`src/rtl/core/lfcr_pkg.sv`:
```
// ----------------------------------------------------------------------------
// lfcr_pkg - LED flash current regulator shared definitions
// Mode encoding, register map and reset values used by the regulator core.
// ----------------------------------------------------------------------------
package lfcr_pkg;

    // Booster mode machine
    typedef enum logic [1:0] {
        MODE_INIT = 2'd0,
        MODE_IDLE = 2'd1,
        MODE_ON   = 2'd2,
        MODE_OFF  = 2'd3
    } mode_t;

    // Register map (word index, byte address is 4 * index)
    localparam int unsigned ADDR_W = 5;
    typedef enum logic [2:0] {
        REG_TARGET_CURRENT = 3'd0,
        REG_TICKS_PER_MS   = 3'd1,
        REG_ON_TIME_MS     = 3'd2,
        REG_OFF_TIME_MS    = 3'd3,
        REG_WIDTH_START    = 3'd4,
        REG_WIDTH_MIN      = 3'd5,
        REG_WIDTH_MAX      = 3'd6,
        REG_NONE           = 3'd7
    } reg_idx_t;

    // Field widths
    localparam int unsigned CUR_W    = 10;
    localparam int unsigned PRE_W    = 5;
    localparam int unsigned PERIOD_W = 10;
    localparam int unsigned WIDTH_W  = 8;

    // Reset values
    localparam logic [CUR_W-1:0]    RST_TARGET_CURRENT = 10'd730;
    localparam logic [PRE_W-1:0]    RST_TICKS_PER_MS   = 5'd25;
    localparam logic [PERIOD_W-1:0] RST_ON_TIME_MS     = 10'd50;
    localparam logic [PERIOD_W-1:0] RST_OFF_TIME_MS    = 10'd950;
    localparam logic [WIDTH_W-1:0]  RST_WIDTH_START    = 8'd160;
    localparam logic [WIDTH_W-1:0]  RST_WIDTH_MIN      = 8'd80;
    localparam logic [WIDTH_W-1:0]  RST_WIDTH_MAX      = 8'd240;

endpackage

```
`src/rtl/core/led_flash_current_regulator.sv`:
```
// ----------------------------------------------------------------------------
// led_flash_current_regulator - LED flash booster current regulator
// Per-tick pulse width regulation with a millisecond on/off mode machine.
// ----------------------------------------------------------------------------
// Usage:
//   s_* channel: one transaction per base tick, carrying a coil current
//   sample. m_* channel: exactly one result transaction per input tick
//   (pulse fire flag, pulse width, LED on flag, millisecond event flag).
//   The APB port programs setpoint, prescale, on/off times and width limits;
//   write it only while no tick is in flight.
//   The result is registered and appears in the cycle after its tick is accepted.
//   Throughput: one tick per cycle while the receiver takes each result; the regulator state and the result
//   register are both updated by a single stage of compare/increment logic.
//   When the receiver stalls, the result register holds its transaction and
//   s_tready falls until the result is taken; a new tick is accepted in the
//   same cycle the held result leaves.
//   Reset (aresetn low, synchronous) restores the configuration and regulator state registers to their
//   defaults, puts the mode machine in init with the booster off, and
//   empties the result register.
// ----------------------------------------------------------------------------
module led_flash_current_regulator
    import lfcr_pkg::*;
(
    input  logic               aclk,
    input  logic               aresetn,
    // Input ticks
    input  logic               s_tvalid,
    output logic               s_tready,
    input  logic [15:0]        s_tdata,   // [9:0] current_sample, [15:10] zero
    // Results
    output logic               m_tvalid,
    input  logic               m_tready,
    output logic [15:0]        m_tdata,   // [0] pulse_fire, [8:1] pulse_width,
                                          // [9] led_on, [10] ms_event, rest zero
    // Configuration
    input  logic               psel,
    input  logic               penable,
    input  logic               pwrite,
    input  logic [ADDR_W-1:0]  paddr,
    input  logic [31:0]        pwdata,
    output logic [31:0]        prdata,
    output logic               pready
);

    // Configuration registers
    logic [CUR_W-1:0]    target_current_reg;
    logic [PRE_W-1:0]    ticks_per_ms_reg;
    logic [PERIOD_W-1:0] on_time_ms_reg;
    logic [PERIOD_W-1:0] off_time_ms_reg;
    logic [WIDTH_W-1:0]  width_start_reg;
    logic [WIDTH_W-1:0]  width_min_reg;
    logic [WIDTH_W-1:0]  width_max_reg;

    // Regulator state
    mode_t               mode_reg, mode_next;
    logic                active_reg, active_next;
    logic [WIDTH_W-1:0]  width_reg, width_next;
    logic [PRE_W-1:0]    prescale_reg, prescale_next;
    logic [PERIOD_W-1:0] period_reg, period_next;

    // Result register
    logic                out_valid_reg;
    logic [15:0]         out_data_reg, out_data_next;

    logic                cfg_wr;
    reg_idx_t            cfg_idx;
    logic                in_acc;
    logic [CUR_W-1:0]    sample;
    logic [WIDTH_W-1:0]  w_step;
    logic [WIDTH_W-1:0]  w_clamp;
    logic                ms_evt;
    logic [PRE_W-1:0]    pre_base;
    logic [PERIOD_W-1:0] period_dec;

    // APB access
    assign pready  = 1'b1;
    assign cfg_wr  = psel && penable && pwrite && pready;
    assign cfg_idx = reg_idx_t'(paddr[ADDR_W-1:2]);

    always_ff @(posedge aclk) begin
        if (!aresetn) begin
            target_current_reg <= RST_TARGET_CURRENT;
            ticks_per_ms_reg   <= RST_TICKS_PER_MS;
            on_time_ms_reg     <= RST_ON_TIME_MS;
            off_time_ms_reg    <= RST_OFF_TIME_MS;
            width_start_reg    <= RST_WIDTH_START;
            width_min_reg      <= RST_WIDTH_MIN;
            width_max_reg      <= RST_WIDTH_MAX;
        end else if (cfg_wr) begin
            unique case (cfg_idx)
                REG_TARGET_CURRENT: target_current_reg <= pwdata[CUR_W-1:0];
                REG_TICKS_PER_MS:   ticks_per_ms_reg   <= pwdata[PRE_W-1:0];
                REG_ON_TIME_MS:     on_time_ms_reg     <= pwdata[PERIOD_W-1:0];
                REG_OFF_TIME_MS:    off_time_ms_reg    <= pwdata[PERIOD_W-1:0];
                REG_WIDTH_START:    width_start_reg    <= pwdata[WIDTH_W-1:0];
                REG_WIDTH_MIN:      width_min_reg      <= pwdata[WIDTH_W-1:0];
                REG_WIDTH_MAX:      width_max_reg      <= pwdata[WIDTH_W-1:0];
                REG_NONE: begin
                end
            endcase
        end
    end

    // Read-back mux
    always_comb begin
        prdata = '0;
        unique case (cfg_idx)
            REG_TARGET_CURRENT: prdata = {22'd0, target_current_reg};
            REG_TICKS_PER_MS:   prdata = {27'd0, ticks_per_ms_reg};
            REG_ON_TIME_MS:     prdata = {22'd0, on_time_ms_reg};
            REG_OFF_TIME_MS:    prdata = {22'd0, off_time_ms_reg};
            REG_WIDTH_START:    prdata = {24'd0, width_start_reg};
            REG_WIDTH_MIN:      prdata = {24'd0, width_min_reg};
            REG_WIDTH_MAX:      prdata = {24'd0, width_max_reg};
            REG_NONE:           prdata = '0;
        endcase
    end

    // Handshake: take a tick whenever the result register is free or draining
    assign s_tready = !out_valid_reg || m_tready;
    assign in_acc   = s_tvalid && s_tready;
    assign sample   = s_tdata[CUR_W-1:0];

    // Width step, saturating, then clamp (min check last)
    always_comb begin
        if (sample > target_current_reg) begin
            w_step = (width_reg != '0) ? width_reg - 1'b1 : width_reg;
        end else begin
            w_step = (width_reg != '1) ? width_reg + 1'b1 : width_reg;
        end
        w_clamp = (w_step > width_max_reg) ? width_max_reg : w_step;
        if (w_clamp < width_min_reg) begin
            w_clamp = width_min_reg;
        end
    end

    // Prescaler and period countdown
    assign ms_evt        = (prescale_reg == '0);
    assign pre_base      = ms_evt ? ticks_per_ms_reg : prescale_reg;
    assign prescale_next = pre_base - 1'b1;
    assign period_dec    = (period_reg != '0) ? period_reg - 1'b1 : period_reg;

    // Mode machine and width register next state
    always_comb begin
        mode_next   = mode_reg;
        active_next = active_reg;
        width_next  = active_reg ? w_clamp : width_reg;
        period_next = period_reg;
        if (ms_evt) begin
            period_next = period_dec;
            unique case (mode_reg)
                MODE_INIT: begin
                    mode_next = MODE_IDLE;
                end
                MODE_IDLE: begin
                    mode_next   = MODE_ON;
                    active_next = 1'b1;
                    width_next  = width_start_reg;
                    period_next = on_time_ms_reg;
                end
                MODE_ON: begin
                    if (period_dec == '0) begin
                        mode_next   = MODE_OFF;
                        active_next = 1'b0;
                        width_next  = width_start_reg;
                        period_next = off_time_ms_reg;
                    end
                end
                MODE_OFF: begin
                    if (period_dec == '0) begin
                        mode_next   = MODE_ON;
                        active_next = 1'b1;
                        width_next  = width_start_reg;
                        period_next = on_time_ms_reg;
                    end
                end
            endcase
        end
    end

    // Result packing
    always_comb begin
        out_data_next        = '0;
        out_data_next[0]     = active_reg;
        out_data_next[8:1]   = active_reg ? w_clamp : '0;
        out_data_next[9]     = (mode_next == MODE_ON);
        out_data_next[10]    = ms_evt;
    end

    // State registers advance once per accepted tick
    always_ff @(posedge aclk) begin
        if (!aresetn) begin
            mode_reg     <= MODE_INIT;
            active_reg   <= 1'b0;
            width_reg    <= RST_WIDTH_START;
            prescale_reg <= '0;
            period_reg   <= '0;
        end else if (in_acc) begin
            mode_reg     <= mode_next;
            active_reg   <= active_next;
            width_reg    <= width_next;
            prescale_reg <= prescale_next;
            period_reg   <= period_next;
        end
    end

    // Result register
    always_ff @(posedge aclk) begin
        if (!aresetn) begin
            out_valid_reg <= 1'b0;
        end else if (in_acc) begin
            out_valid_reg <= 1'b1;
        end else if (m_tready) begin
            out_valid_reg <= 1'b0;
        end
    end

    always_ff @(posedge aclk) begin
        if (in_acc) begin
            out_data_reg <= out_data_next;
        end
    end

    assign m_tvalid = out_valid_reg;
    assign m_tdata  = out_data_reg;

endmodule

```
`config.mk`:
```
export PLATFORM = sky130hd
export DESIGN_NAME = led_flash_current_regulator
export DESIGN_NICKNAME = d
export VERILOG_FILES = /design/src/rtl/core/lfcr_pkg.sv /design/src/rtl/core/led_flash_current_regulator.sv
export SDC_FILE = /design/constraint.sdc
export NUM_CORES = 1
export LEC_CHECK = 0
export ABC_AREA = 1
export BUFFER_PORTS_ARGS = -buffer_cell sky130_fd_sc_hd__buf_2
export CORE_ASPECT_RATIO = 2
export CORE_MARGIN = 8
export CORE_UTILIZATION = 45
export CTS_CLUSTER_SIZE = 30
export DETAILED_ROUTE_END_ITERATION = 8
export HOLD_SLACK_MARGIN = 0.08
export PLACE_DENSITY = 0.66
export SLEW_MARGIN = 25
export SYNTH_ARGS = -nofsm -noshare
export SYNTH_HDL_FRONTEND = slang
export SYNTH_SLANG_ARGS = --single-unit
export TNS_END_PERCENT = 30
```
`constraint.sdc`:
```
create_clock -name aclk -period 6.08 [get_ports aclk]
set_clock_uncertainty 0.05 [all_clocks]
set_input_delay 0.912 -clock aclk [delete_from_list [all_inputs] [get_ports aclk]]
set_output_delay 0.912 -clock aclk [all_outputs]
set_load 0.05 [all_outputs]
```
* After elaboration in Yosys (flattened, before gate mapping)
Cells that the tools add are included.
** Cells by class
- Eq/ne operators :: 14
- Magnitude comparators :: 3
- $add $sub $neg :: 4
- Reductions and logical operators :: 23
- Mux-type cells :: 24
** Operator list (number)
- 32-bit case mux with 8 select lines :: 1
- 8-bit 2-to-1 mux :: 8
- 10-bit 2-to-1 mux :: 3
- 10-bit case mux with 3 select lines :: 1
- 8-bit case mux with 2 select lines :: 1
- 2-bit AND reduction :: 8
- 3-bit == test (second input constant) :: 4
- 10-bit > comparator :: 1
- 10-bit logical NOT :: 1
- 10-bit nonzero test :: 1
- 10-bit by 1-bit subtractor with 10-bit output (second input constant) :: 1
- 8-bit by 1-bit adder with 8-bit output (second input constant) :: 1
- 8-bit > comparator :: 1
- 8-bit less-than comparator :: 1
- 8-bit inequality test (second input constant) :: 1
- 2-bit case mux with 4 select lines :: 1
- 8-bit nonzero test :: 1
- 8-bit by 1-bit subtractor with 8-bit output (second input constant) :: 1
- 2-bit == test (second input constant) :: 3
- 3-bit by 2-bit == test with 1-bit output (second input constant) :: 2
- 2-bit 2-to-1 mux :: 3
- 5-bit logical NOT :: 1
- 5-bit 2-to-1 mux :: 1
- 5-bit AND reduction :: 1
- other kinds (14) :: 20
** Storage, ports and cells
- Output and inout port bits :: 51
- Register bits after elaboration :: 97
- Input port bits :: 60
- Logic and storage cells :: 83

* Logic depth before layout (Yosys ltp)
- Depth after elaboration :: 11
- Depth in mapped cells :: 38
- Mapped depth without buffers :: 36

* Worst setup path after synthesis
Ideal clock, no wire load.
- Path type :: input-to-reg
- Start point :: in s_tdata[9]
- End point :: reg width_reg[5]
- Required time :: 5.891 ns
- Path buffers :: 2
- Arrival :: 4.784 ns
- Setup time :: 0.139 ns
- Path slack :: 1.106 ns
- Stages :: 28
- Cells stage by stage :: ha_1 -> nand2_1 -> nor2_1 -> nand3_1 -> nand3_1 -> nand2_1 -> buf_2 -> inv_1 -> o21ai_0 -> o21ai_0 -> inv_1 -> ha_1 -> a21oi_1 -> o21a_1 -> nand2_1 -> nand2_1 -> buf_1 -> nand2_1 -> o21ai_0 -> ha_1 -> nand2_1 -> nor2_1 -> a211oi_1 -> nand2_4 -> o21ai_1 -> nor2_1 -> o21ai_1 -> o2111ai_1
** On the way
- Longest elaborated chain between the ends :: 10
** Ends and longest elaborated chain
- start, declared :: line led_flash_current_regulator.sv:29 : input logic [15:0] s_tdata,
- 10-bit > comparator (*) :: line led_flash_current_regulator.sv:126 : if (sample > target_current_reg) begin
- 8-bit 2-to-1 mux (*) :: line led_flash_current_regulator.sv:126
- 8-bit > comparator :: line led_flash_current_regulator.sv:131 : w_clamp = (w_step > width_max_reg) ? width_max_reg : w_step;
- 8-bit 2-to-1 mux (*) :: line led_flash_current_regulator.sv:131
- 8-bit less-than comparator :: line led_flash_current_regulator.sv:132 : if (w_clamp < width_min_reg) begin
- 8-bit 2-to-1 mux (*) :: line led_flash_current_regulator.sv:132
- 8-bit 2-to-1 mux (*) :: line led_flash_current_regulator.sv:147 : width_next = active_reg ? w_clamp : width_reg;
- 8-bit 2-to-1 mux :: line led_flash_current_regulator.sv:162, led_flash_current_regulator.sv:170
- 8-bit case mux with 2 select lines :: line led_flash_current_regulator.sv:151 : unique case (mode_reg)
- 8-bit 2-to-1 mux (*) :: line led_flash_current_regulator.sv:149 : if (ms_evt) begin
- end signal, assigned :: line led_flash_current_regulator.sv:201 : width_reg <= width_next;
- end, declared :: line led_flash_current_regulator.sv:57 : logic [WIDTH_W-1:0] width_reg, width_next;
Mark *: on every way between the ends. The rest lies on a longest branch, timed or not.
A chain may end at the register's enable or synchronous reset.

* Worst setup path after layout
- Start point :: in s_tdata[9]
- End point :: reg width_reg[0]
Same word-level chain as after synthesis.

==> qor.yml <==
detailed_routing:
  num_vias: 6116
  drt-total-wl_um: 18750
  wire_per_inst_um: 16.12
  drt_pass1_iterations: 5
  first_iter_violations: 369
  drc: 0
  viasPerCell: 5.259
  ant_nets: 0
setup_path:
  slowest_stage: "o21ai_0"
  crit_required_ps: 6300
  cp.arrival_ps: 5270
  path_buf_inv: 4
  worstSetupStartpointType: "input pin"
  crit_path_max_fanout: 9
  critPathKind: "input pin to flop"
  crit_path_max_incr_delay_ps: 370
  crit_path_end_kind: "flop"
  crit_family: "simple AND/OR/NAND/NOR gates"
  critPathMostFrequentCell: "nand2_1"
synth:
  synth_top_area_cell: "dfxtp_1"
  synthDistinctLibCells: 44
  synth_warnings: 0
  synth_area_leaders: "dfxtp_1 27%, nand2_1 10%, inv_1 7.8%"
  avgSynthCellArea_um2: 6.863
  synth_edf_count: 11
  synthArstFlopShare: 0
  ys_ff_latch: 97
  synth_flop_cell: "dfxtp_1"
  synth_cells: 929
  yosysTopAreaCellShare: 0.2700
  syn_area_um2: 6376
  ys_seq_area_frac: 0.3218
final_layout:
  multi_input_area_um2: 3535
  final_cell_mix: "171 x nand2_1, 133 x inv_1, 86 x dfxtp_1, 81 x a21oi_1, 76 x nor2_1"
  largest_reg_flops: 11
  seq_area_um2: 2052
  diodes: 0
  fillers: 1522
  drive_gt1_frac: 0.1150
  layout_commonest_cell: "nand2_1"
  nets: 1059
  area_growth_pct: 8.968
flow_run:
  cap_violations: 0
clock_network:
  cts_num_sinks: 97
  clock_tree.buffer_depth: 2
  cts.clk_slew.worst_paths_ps: 70
  hold_buffers: 0
  cts_root_buffer: "clkbuf_16"
  clock_latency_ps: 350
  cts_resized: 0
  cts_inserted_buffers: 9
  cts_tree: "yes"
  post_cts.repair.setup_buffers: 0
  htreeDepth: 3
floorplanning:
  die_w_um: 100.2
  io_pins: 111
  rows: 61
  coreArea_um2: 13890
  die_y_um: 184.3
  dieArea_um2: 18470
  start_util: 0.4590
timing:
  drv_slew: 0
  rsz0062_at_grt: "false"
  setup_tns_ps: 0
  relSlewSlack: 0.3805
  hold_viol: 0
  finalCriticalPeriod_ps: 5055
  max_freq_mhz: 197.8
  setup_viol: 0
  period_share: 0.8315
  worst-slew-pin-transition_ps: 929.2
  worst_hold_slack_ps: 419.2
pwr:
  leakagePower_nw: 3.298
  power_density_nw_per_um2: 366.8
  total_power_mw: 2.548
  irDropWorstVdd_v: 0.0002984
grt:
  antenna_found_initial: 0
  gr-total-overflow: 0
  grt_pass1_wl_um: 29970
  grt_pass1_vias: 5896
  grt_usage: 0.2080
  grt_max_degree: 55
min_path:
  hold_class: "flop to flop"
status:
  outcome: "complete, no violations"
placed_design:
  place.gp.congestion: 0.9231
  portBuffers: 52
  dpl.hpwl_um: 14910
## through the flow
stage / instance area (µm²) / utilization / setup WS, ps / instances
after detailed placement: 6665 / 0.4798 / 700.2 / 1147
after floorplan: 6474 / - / 1106 / 955
after global placement: 6665 / 0.4798 / 727.7 / 1147
after CTS: 6948 / 0.5002 / 1037 / 1163
after global routing: 6948 / 0.5002 / 621.1 / 1163
final: 6948 / 0.5002 / 1025 / 1163
## synthesized netlist by cell type, types with 3 or more instances
cell type / n
xor2_1: 8
buf_4: 29
nand3_2: 7
o21ai_0: 70
o21ai_2: 3
dfxtp_1: 86
nor2_1: 76
nor2_2: 5
inv_2: 3
edfxtp_1: 11
nand2_1: 171
o211ai_1: 19
buf_2: 4
o22ai_1: 5
nand4_1: 7
nor3_1: 10
buf_6: 4
a22oi_1: 13
clkinv_1: 5
nand3_1: 54
clkbuf_1: 16
o21ai_1: 32
o21a_1: 3
inv_1: 133
nand2_2: 11
a221oi_1: 8
a21oi_1: 81
ha_1: 30
## power breakdown
group	total (mW)	switching (mW)	internal, mW
Combinational	1.27	0.883	0.392
Sequential	0.720	0.0349	0.685
Clock	0.554	0.254	0.300
Total	2.55	1.17	1.38
## final cells by class
type                            count  share of cell area
Clock inverter                      4            0.003782
Clock buffer                       12             0.03692
Multi-Input combinational cell    661              0.5087
Sequential cell                    97              0.2953
Timing Repair Buffer               59             0.04502
Tap cell                          189             0.03404
Inverter                          141             0.07618
## cells by family (layout without fill, tap and decap cells)
| kind of cell | Yosys count | in the layout | share of synthesized area |
|---|---|---|---|
| AO/OA/AOI/OAI | 247 | 247 | 0.2221 |
| XOR/XNOR | 10 | 10 | 0.01492 |
| adder cells (fa/ha/maj) | 30 | 30 | 0.05887 |
| buffers and inverters | 197 | 216 | 0.1391 |
| flip-flops | 97 | 97 | 0.3218 |
| other | 2 | 28 | 0.001178 |
| AND/OR/NAND/NOR | 346 | 346 | 0.2420 |
## metal layers
| metal | share of wire | global-route usage |
|---|---|---|
| met4 | 0.065 | 0.1433 |
| met5 | 0 | 0 |
| met2 | 0.56 | 0.3988 |
| met3 | 0.031 | 0.02381 |
| met1 | 0.35 | 0.1978 |
## tightest hold or removal path, stage by stage (launching register included)
cell and delay (ps):
dfxtp_1 310, nand2_1 60, a21oi_1 50
## path summary, 6_finish.rpt
| kind | startpoint | endpoint | slack (ps) | depth (start not counted) |
|---|---|---|---|---|
| worst max register to register | target_current_reg[9] | width_reg[0] | 1290 | 29 |
| worst min-delay path | period_reg[0] | period_reg[0] | 420 | 2 |
| worst max-delay path | s_tdata[9] | width_reg[0] | 1020 | 29 |
| worst min register to register | period_reg[0] | period_reg[0] | 420 | 2 |
No activity file was read; power rests on OpenSTA's default activity.
